`src/sv/msli_pkg.sv`:
```
// Shared types, constants and codes for the multi-servo linear interpolator.
`timescale 1ns / 1ps
`default_nettype none

package msli_pkg;

  // Channel and field sizes.
  localparam int CHANNELS      = 16;
  localparam int FRACTION_BITS = 16;
  localparam int CH_W          = (CHANNELS > 1) ? $clog2(CHANNELS) : 1;
  localparam int CHAN_FIELD_W  = 4;
  localparam int PULSE_W       = 12;
  localparam int TICK_W        = 10;
  localparam int DUR_W         = 16;
  localparam int FUNC_W        = 2;

  // Reset value of the tick length register, in milliseconds.
  localparam logic [TICK_W-1:0] TICK_RESET = TICK_W'(10);

  // Datapath widths derived from the field sizes.
  localparam int PROD_W     = PULSE_W + TICK_W;
  localparam int DIVIDEND_W = PROD_W + FRACTION_BITS;
  localparam int DIVISOR_W  = DUR_W;
  localparam int QUOT_W     = PULSE_W + FRACTION_BITS;
  localparam int STEP_W     = QUOT_W + 1;
  localparam int RUN_W      = STEP_W + 1;
  localparam int WHOLE_W    = RUN_W - FRACTION_BITS;

  // Input function codes.
  typedef enum logic [FUNC_W-1:0] {
    FUNC_LOAD  = 2'd0,
    FUNC_START = 2'd1,
    FUNC_TICK  = 2'd2
  } func_t;

  // Sequencer states.
  typedef enum logic [2:0] {
    ST_IDLE,
    ST_TGO,
    ST_TWAIT,
    ST_MUL,
    ST_SGO,
    ST_SWAIT,
    ST_EMIT
  } state_t;

  // Input transaction payload.
  typedef struct packed {
    logic [FUNC_W-1:0]       func;
    logic [CHAN_FIELD_W-1:0] channel;
    logic [PULSE_W-1:0]      target_pulse;
    logic [DUR_W-1:0]        duration_ms;
  } in_item_t;

  // Result transaction payload.
  typedef struct packed {
    logic [CHAN_FIELD_W-1:0] servo_index;
    logic [PULSE_W-1:0]      pulse;
    logic                    last;
  } out_item_t;

  // Request to the shared divider.
  typedef struct packed {
    logic                  start;
    logic [DIVIDEND_W-1:0] dividend;
    logic [DIVISOR_W-1:0]  divisor;
  } div_req_t;

  // Response from the shared divider.
  typedef struct packed {
    logic              done;
    logic [QUOT_W-1:0] quotient;
  } div_rsp_t;

endpackage

`default_nettype wire

```
`src/sv/msli_div.sv`:
```
// Shared radix-2 restoring divider, one quotient bit per cycle.
`timescale 1ns / 1ps
`default_nettype none

module msli_div import msli_pkg::*; (
  input  wire logic     clk,
  input  wire logic     rst_n,
  input  wire div_req_t req,
  output div_rsp_t      rsp
);

  localparam int CNT_W = (QUOT_W > 1) ? $clog2(QUOT_W) : 1;

  logic                 busy_r, busy_nxt;
  logic                 done_r, done_nxt;
  logic [CNT_W-1:0]     cnt_r, cnt_nxt;
  logic [DIVISOR_W-1:0] rem_r, rem_nxt;
  logic [QUOT_W-1:0]    quo_r, quo_nxt;
  logic [DIVISOR_W-1:0] dvs_r, dvs_nxt;

  logic [DIVISOR_W:0]   trial;
  logic [DIVISOR_W:0]   trial_sub;
  logic                 fits;

  // One trial subtraction of the divisor from the shifted remainder.
  assign trial     = {rem_r, quo_r[QUOT_W-1]};
  assign trial_sub = trial - {1'b0, dvs_r};
  assign fits      = (trial >= {1'b0, dvs_r});

  // The callers guarantee the quotient fits in QUOT_W bits, so the top bits
  // of the dividend start out as a remainder below the divisor.
  always_comb begin
    busy_nxt = busy_r;
    done_nxt = 1'b0;
    cnt_nxt  = cnt_r;
    rem_nxt  = rem_r;
    quo_nxt  = quo_r;
    dvs_nxt  = dvs_r;
    if (req.start) begin
      busy_nxt = 1'b1;
      cnt_nxt  = '0;
      rem_nxt  = DIVISOR_W'(req.dividend[DIVIDEND_W-1:QUOT_W]);
      quo_nxt  = req.dividend[QUOT_W-1:0];
      dvs_nxt  = req.divisor;
    end else if (busy_r) begin
      rem_nxt = fits ? trial_sub[DIVISOR_W-1:0] : trial[DIVISOR_W-1:0];
      quo_nxt = {quo_r[QUOT_W-2:0], fits};
      cnt_nxt = cnt_r + 1'b1;
      if (cnt_r == CNT_W'(QUOT_W - 1)) begin
        busy_nxt = 1'b0;
        done_nxt = 1'b1;
      end
    end
  end

  // Control state is reset; the datapath needs none.
  always_ff @(posedge clk) begin
    if (!rst_n) begin
      busy_r <= 1'b0;
      done_r <= 1'b0;
      cnt_r  <= '0;
    end else begin
      busy_r <= busy_nxt;
      done_r <= done_nxt;
      cnt_r  <= cnt_nxt;
    end
    rem_r <= rem_nxt;
    quo_r <= quo_nxt;
    dvs_r <= dvs_nxt;
  end

  assign rsp.done     = done_r;
  assign rsp.quotient = quo_r;

endmodule

`default_nettype wire

```
`src/sv/multi_servo_linear_interpolator.sv`:
```
// Top level of the multi-servo linear interpolator: sequencer, channel state, result register.
//
// Usage: input transactions (in_valid/in_ready/in_data) carry a function code.
// A load writes one channel target. A start whose duration is at most one
// tick emits all targets as 16 results and commits them. A longer start
// computes ceil(duration/tick) and one Q16 step per channel on the shared
// divider, one quotient bit per cycle, with no results. A tick while a move
// runs emits one result per channel, channel 0 first, the final one marked
// with last, at one result per cycle while out_ready stays high. Idle ticks,
// busy loads and starts, and unused codes give nothing. in_ready is high
// only while the sequencer is idle. A stalled receiver (out_ready low) holds
// the output register and the burst pauses in place; nothing is lost. The
// tick length is written through cfg_we/cfg_wdata; the user must keep such
// writes to idle times, as the block has no check for it; zero counts as one.
// Synchronous active-low reset clears all channel state, the tick length
// returns to 10 ms and the block starts idle with no result pending.
`timescale 1ns / 1ps
`default_nettype none

module multi_servo_linear_interpolator import msli_pkg::*; (
  input  wire logic              clk,
  input  wire logic              rst_n,
  input  wire logic              in_valid,
  output logic                   in_ready,
  input  wire in_item_t          in_data,
  output logic                   out_valid,
  input  wire logic              out_ready,
  output out_item_t              out_data,
  input  wire logic              cfg_we,
  input  wire logic [TICK_W-1:0] cfg_wdata
);

  state_t state_r, state_nxt;

  // Channel state.
  logic [PULSE_W-1:0]       target_r [CHANNELS];
  logic [PULSE_W-1:0]       commit_r [CHANNELS];
  logic signed [STEP_W-1:0] step_r   [CHANNELS];
  logic signed [RUN_W-1:0]  run_r    [CHANNELS];

  // Move control and latched operands.
  logic [TICK_W-1:0] tick_ms_r;
  logic [DUR_W-1:0]  ticks_left_r;
  logic              moving_r;
  logic              emit_tick_r;
  logic [CH_W-1:0]   ch_r;
  logic [DUR_W-1:0]  dur_r;
  logic [TICK_W-1:0] t_r;
  logic [PROD_W-1:0] prod_r;
  logic              neg_r;

  logic      out_valid_r;
  out_item_t out_data_r;

  div_req_t div_req;
  div_rsp_t div_rsp;

  logic              in_fire;
  logic [TICK_W-1:0] t_eff;
  logic              short_move;
  logic              go_load, go_jump, go_move, go_tick;
  logic              emit_adv;
  logic              ch_last;
  logic              final_tick;

  logic [PULSE_W-1:0]       cur_target;
  logic [PULSE_W-1:0]       cur_commit;
  logic signed [PULSE_W:0]  diff;
  logic [PULSE_W-1:0]       diff_mag;
  logic [DUR_W:0]           tick_sum;
  logic [STEP_W-1:0]        step_mag;
  logic signed [STEP_W-1:0] step_new;
  logic signed [RUN_W-1:0]  run_new;
  logic signed [WHOLE_W-1:0] whole;
  logic [PULSE_W-1:0]       tick_pulse;

  // Shared divider.
  msli_div u_div (
    .clk   (clk),
    .rst_n (rst_n),
    .req   (div_req),
    .rsp   (div_rsp)
  );

  // Input decode.
  assign in_fire    = in_valid && in_ready;
  assign t_eff      = (tick_ms_r == '0) ? TICK_W'(1) : tick_ms_r;
  assign short_move = (in_data.duration_ms <= DUR_W'(t_eff));

  always_comb begin
    go_load = 1'b0;
    go_jump = 1'b0;
    go_move = 1'b0;
    go_tick = 1'b0;
    unique case (in_data.func)
      FUNC_LOAD: begin
        go_load = in_fire && !moving_r && (32'(in_data.channel) < CHANNELS);
      end
      FUNC_START: begin
        go_jump = in_fire && !moving_r && short_move;
        go_move = in_fire && !moving_r && !short_move;
      end
      FUNC_TICK: begin
        go_tick = in_fire && moving_r;
      end
      default: begin
      end
    endcase
  end

  // Per-channel arithmetic on the channel the counter selects.
  assign ch_last    = (ch_r == CH_W'(CHANNELS - 1));
  assign cur_target = target_r[ch_r];
  assign cur_commit = commit_r[ch_r];
  assign diff       = $signed({1'b0, cur_target}) - $signed({1'b0, cur_commit});
  assign diff_mag   = diff[PULSE_W] ? PULSE_W'(-diff) : diff[PULSE_W-1:0];
  assign tick_sum   = {1'b0, dur_r} + (DUR_W + 1)'(t_r) - (DUR_W + 1)'(1);
  assign step_mag   = {1'b0, div_rsp.quotient};
  assign step_new   = neg_r ? -$signed(step_mag) : $signed(step_mag);
  assign run_new    = run_r[ch_r] + RUN_W'(step_r[ch_r]);
  assign whole      = $signed(run_new[RUN_W-1:FRACTION_BITS]);
  assign final_tick = emit_tick_r && (ticks_left_r <= DUR_W'(1));

  // Floor of the running position, saturated to the pulse range.
  always_comb begin
    if (whole[WHOLE_W-1]) begin
      tick_pulse = '0;
    end else if (whole[WHOLE_W-2:PULSE_W] != '0) begin
      tick_pulse = '1;
    end else begin
      tick_pulse = whole[PULSE_W-1:0];
    end
  end

  // Sequencer next state.
  always_comb begin
    state_nxt = state_r;
    unique case (state_r)
      ST_IDLE: begin
        if (go_jump || go_tick) begin
          state_nxt = ST_EMIT;
        end else if (go_move) begin
          state_nxt = ST_TGO;
        end
      end
      ST_TGO:   state_nxt = ST_TWAIT;
      ST_TWAIT: begin
        if (div_rsp.done) begin
          state_nxt = ST_MUL;
        end
      end
      ST_MUL:   state_nxt = ST_SGO;
      ST_SGO:   state_nxt = ST_SWAIT;
      ST_SWAIT: begin
        if (div_rsp.done) begin
          state_nxt = ch_last ? ST_IDLE : ST_MUL;
        end
      end
      ST_EMIT: begin
        if (emit_adv && ch_last) begin
          state_nxt = ST_IDLE;
        end
      end
      default:  state_nxt = ST_IDLE;
    endcase
  end

  // Sequencer outputs.
  always_comb begin
    in_ready         = 1'b0;
    emit_adv         = 1'b0;
    div_req.start    = 1'b0;
    div_req.dividend = {prod_r, FRACTION_BITS'(0)};
    div_req.divisor  = dur_r;
    unique case (state_r)
      ST_IDLE: in_ready = 1'b1;
      ST_TGO: begin
        div_req.start    = 1'b1;
        div_req.dividend = DIVIDEND_W'(tick_sum);
        div_req.divisor  = DIVISOR_W'(t_r);
      end
      ST_SGO:  div_req.start = 1'b1;
      ST_EMIT: emit_adv = !out_valid_r || out_ready;
      default: begin
      end
    endcase
  end

  // State, channel store and move control.
  always_ff @(posedge clk) begin
    if (!rst_n) begin
      state_r      <= ST_IDLE;
      tick_ms_r    <= TICK_RESET;
      ticks_left_r <= '0;
      moving_r     <= 1'b0;
      emit_tick_r  <= 1'b0;
      ch_r         <= '0;
      out_valid_r  <= 1'b0;
      for (int i = 0; i < CHANNELS; i++) begin
        target_r[i] <= '0;
        commit_r[i] <= '0;
        step_r[i]   <= '0;
        run_r[i]    <= '0;
      end
    end else begin
      state_r <= state_nxt;

      if (cfg_we) begin
        tick_ms_r <= cfg_wdata;
      end

      if (go_load) begin
        target_r[in_data.channel[CH_W-1:0]] <= in_data.target_pulse;
      end

      // A burst always begins at channel 0.
      if (go_jump || go_tick) begin
        ch_r        <= '0;
        emit_tick_r <= go_tick;
      end

      // The tick count is done; the step sweep begins at channel 0.
      if (state_r == ST_TWAIT && div_rsp.done) begin
        ticks_left_r <= div_rsp.quotient[DUR_W-1:0];
        ch_r         <= '0;
      end

      // Store one channel's step and starting position.
      if (state_r == ST_SWAIT && div_rsp.done) begin
        step_r[ch_r] <= step_new;
        run_r[ch_r]  <= RUN_W'({cur_commit, FRACTION_BITS'(0)});
        if (ch_last) begin
          moving_r <= 1'b1;
          ch_r     <= '0;
        end else begin
          ch_r <= ch_r + 1'b1;
        end
      end

      // Emit one result per cycle when not stalled; commit targets channel by channel.
      if (emit_adv) begin
        if (emit_tick_r) begin
          run_r[ch_r] <= run_new;
        end
        if (!emit_tick_r || final_tick) begin
          commit_r[ch_r] <= cur_target;
        end
        if (ch_last) begin
          ch_r <= '0;
          if (emit_tick_r) begin
            if (ticks_left_r != '0) begin
              ticks_left_r <= ticks_left_r - 1'b1;
            end
            if (final_tick) begin
              moving_r <= 1'b0;
            end
          end
        end else begin
          ch_r <= ch_r + 1'b1;
        end
      end

      // Output register: loaded by the burst, cleared when taken.
      if (emit_adv) begin
        out_valid_r <= 1'b1;
      end else if (out_ready) begin
        out_valid_r <= 1'b0;
      end
    end

    // Latched operands and result payload.
    if (go_move) begin
      dur_r <= in_data.duration_ms;
      t_r   <= t_eff;
    end
    if (state_r == ST_MUL) begin
      prod_r <= PROD_W'(diff_mag) * PROD_W'(t_r);
      neg_r  <= diff[PULSE_W];
    end
    if (emit_adv) begin
      out_data_r.servo_index <= CHAN_FIELD_W'(ch_r);
      out_data_r.pulse       <= emit_tick_r ? tick_pulse : cur_target;
      out_data_r.last        <= ch_last;
    end
  end

  assign out_valid = out_valid_r;
  assign out_data  = out_data_r;

  // The divider only finishes while the sequencer waits for it.
  assert property (@(posedge clk) disable iff (!rst_n)
    div_rsp.done |-> (state_r == ST_TWAIT || state_r == ST_SWAIT))
    else $error("divider finished outside a wait state");

  // An armed move always has ticks left between bursts.
  assert property (@(posedge clk) disable iff (!rst_n)
    (state_r == ST_IDLE && moving_r) |-> (ticks_left_r != '0))
    else $error("move armed with no ticks left");

  // A jump burst never runs while a move is armed.
  assert property (@(posedge clk) disable iff (!rst_n)
    (state_r == ST_EMIT && !emit_tick_r) |-> !moving_r)
    else $error("jump burst during a move");

  // The marked result is always the highest channel.
  assert property (@(posedge clk) disable iff (!rst_n)
    (out_valid_r && out_data_r.last) |->
      (out_data_r.servo_index == CHAN_FIELD_W'(CHANNELS - 1)))
    else $error("last result on the wrong channel");

endmodule

`default_nettype wire

```
`config.mk`:
```
export PLATFORM = sky130hd
export DESIGN_NAME = multi_servo_linear_interpolator
export DESIGN_NICKNAME = d
export VERILOG_FILES = /design/src/sv/msli_pkg.sv /design/src/sv/msli_div.sv /design/src/sv/multi_servo_linear_interpolator.sv
export SDC_FILE = /design/constraint.sdc
export NUM_CORES = 2
export LEC_CHECK = 0
export BUFFER_PORTS_ARGS = -buffer_cell sky130_fd_sc_hd__buf_2
export CAP_MARGIN = 30
export CORE_MARGIN = 1
export CORE_UTILIZATION = 45
export CTS_BUF_LIST = sky130_fd_sc_hd__clkbuf_8
export DETAILED_ROUTE_END_ITERATION = 10
export PLACE_DENSITY = 0.65
export SKIP_CTS_REPAIR_TIMING = 1
export SLEW_MARGIN = 30
export SYNTH_ARGS = -nofsm -noshare
export SYNTH_HDL_FRONTEND = slang
export SYNTH_SLANG_ARGS = --single-unit
```
`constraint.sdc`:
```
create_clock -name clk -period 23.9 [get_ports clk]
set_clock_uncertainty 0.05 [all_clocks]
set_input_delay 2.39 -clock clk [delete_from_list [all_inputs] [get_ports clk]]
set_output_delay 2.39 -clock clk [all_outputs]
set_load 0.02 [all_outputs]
```
==> flow_summary.toml <==
[synthesis]
synth_cells = 5369
synth_flop_cell = "edfxtp_1"
avgSynthCellArea_sq_um = 13.55
synthesis.area_sq_mm = 0.07277
seq_area_frac_synth = 0.6121
synth-edff-count = 1448
synth_cell_types = 79
synth-warning-count = 0
async_flop_share = 0
synth-seq-cells = 1501
syn_nets = 5659

[worst_setup_path]
critPathBufInv = 6
path_max_fanout = 42
worst_ep_arrival_time_ns = 11.35
cp.required_ns = 24.58
startpoint_type = "flip-flop"
crit_type = "reg2reg"
crit_path_end_kind = "flip-flop"
crit_family = "adder cells"
cpPeakStageDelay_ns = 0.79
crit_top_cell = "fa_1"
critPathSlowestCell = "dfxtp_4"

[timing]
worst_slew_pin_slew_ns = 0.9884
relSlewSlack = 0.3387
min_period_ns = 10.67
grt_setup_unrepaired = "false"
fin_hold_ws_ns = 0.4170
setup_violations = 0
fmax_ghz = 0.09376
tns_ns = 0
finalHoldViolCount = 0
finalMaxSlewViolations = 0
fin_crit_sh = 0.4462

[floorplanning]
pin_count = 68
core_sq_mm = 0.1606
die_area_sq_mm = 0.1633
fp.dieW_um = 404.1
fp.dieH_um = 404.1
start_util = 0.4532
row_count = 147

[place]
placed_cells = 7333
placement.io_buffers = 67
place_congestion = 0.9151
place_hpwl_mm = 119.9

[clock_network]
cts_sinks = 1501
clkSlewWorstSetupHoldPaths_ns = 0.06
cts_root_buf = "clkbuf_8"
htreeDepth = 4
cts_tree = "yes"
numCtsBuffers = 232
clk_latency_ns = 1.01
cts_buffer_depth = 3

[routing]
drt_wl_total_mm = 201.6
num_vias = 45420
routedWlPerCell_um = 25.97
drc = 0
drt_pass1_iterations = 6
ant_nets = 0
vias_per_cell = 5.848
drt_iter0_markers = 5415

[final_layout]
area_growth_pct = 10.54
final_layout_size_suffix_gt1_frac = 0.1812
final_cell_mix = "edfxtp_1 (1448), nor2_1 (1241), mux4_2 (402), inv_1 (280), clkbuf_8 (250)"
layout.nets = 5698
instances_no_fill = 7766
final_common_cell = "edfxtp_1"

[power]
power_density_mw_per_mm2 = 82.83
leakage_nw = 27.80
p_total_mw = 6.663
peakVddDrop_mv = 0.1897

[global_route]
grt.overflow.total = 0
grt_pass1_wl_mm = 296.9
grt_pass1_vias = 45280
antenna_found_initial = 3
grt_max_degree = 98
grt.total_usage = 0.2477

[flow_run]
cap_violations = 0

[worst_hold_path]
hold_class = "reg2reg"

[run_status]
run_status = "complete, no violations"
-- flip-flops by register name, indices dropped and copies added, names as in the netlist, 17 cells and up, named ones only --
register	cells
step_r	464
out_data	17
u_div.quo_r	28
prod_r	22
run_r	480
target_r	192
commit_r	192
-- metal layers --
| metal | global-route usage | vias to the layer above | part of all wire |
|---|---|---|---|
| met4 | 0.08466 | 0 | 0.030 |
| met5 | 0 | - | 0 |
| li1 | - | 19630 | - |
| met2 | 0.3928 | 2215 | 0.48 |
| met3 | 0.04790 | 323 | 0.092 |
| met1 | 0.3431 | 23250 | 0.40 |
-- worst reg2reg max path, delay by kind of cell, from the launching register on --
kind	cells	cell delay, ns
mux	2	0.88
fa+ha+maj	8	3.54
xor+xnor	3	0.97
buf+inv	6	1.24
compound gates	12	2.52
flops	1	0.79
simple gates	2	0.47
-- through the flow --
| stage | worst slack, ns | cell area, sq um | utilization |
|---|---|---|---|
| final | 13.24 | 80440 | 0.5010 |
| after global routing | 12.44 | 80440 | 0.5010 |
| after CTS | 13.06 | 80370 | 0.5006 |
| after detailed placement | 13.05 | 75760 | 0.4718 |
| after global placement | 13.21 | 75490 | 0.4701 |
| after floorplan | 13.87 | 72770 | - |
-- synth_stat cells, types with 6 or more instances --
cell	instances	area share
xnor2_1	55	0.0066
and3_1	24	0.0021
o21ai_0	111	0.0076
o21ai_1	12	0.00083
a31o_2	7	0.00084
clkbuf_1	338	0.017
nand4_1	9	0.00077
or3_1	13	0.0011
nand2b_1	32	0.0028
or4_1	6	0.00062
mux4_2	402	0.12
nand2_1	257	0.013
a21o_1	27	0.0028
fa_1	82	0.023
a21oi_1	101	0.0069
dfxtp_1	53	0.015
xor2_1	57	0.0069
a211oi_1	22	0.0023
buf_2	11	0.00076
edfxtp_1	1448	0.60
a311oi_1	7	0.00084
a31oi_1	12	0.0010
nand3_1	66	0.0045
a21boi_0	14	0.0014
o31ai_1	9	0.00093
nor4_1	7	0.00060
inv_1	210	0.011
o21bai_1	12	0.0012
nor3_1	63	0.0043
o21a_1	22	0.0023
mux2i_1	45	0.0062
nor2_1	1247	0.064
a22o_1	17	0.0020
buf_1	32	0.0017
o211ai_1	20	0.0021
ha_1	159	0.027
mux2_2	14	0.0022
nor2b_1	31	0.0027
and2_1	229	0.020
-- kinds of logic after synthesis --
group,share of synthesized area
xor+xnor,0.01437
compound gates,0.03980
flops,0.6121
buf+inv,0.03129
simple gates,0.1198
fa+ha+maj,0.04990
mux,0.1328
-- final cells by class --
type	instances	area (sq um)
fill	13540	80130
sequential	1501	44560
multi-input combinational	3271	26390
clock buffer	250	3441
tap	2160	2703
timing repair buffer	189	1368
clock inverter	178	1179
inverter	213	799.5
antenna	4	10.01
-- where the power goes --
part	switching [mW]	total, mW	internal [mW]
Combinational	0.810	1.38	0.567
Clock	1.06	2.16	1.10
Sequential	0.0517	3.12	3.07
-- path summary, 6_finish.rpt --
check | slack [ns] | cells past startpoint | startpoint | end
setup reg to reg | 13.24 | 33 | flip-flop | prod_r[21]
hold / removal | 0.42 | 0 | tick_ms_r[4] | t_r[4]
hold reg to reg | 0.42 | 0 | tick_ms_r[4] | t_r[4]
setup / recovery | 13.24 | 33 | flip-flop | prod_r[21]
Power figures use the tool's default switching activity.
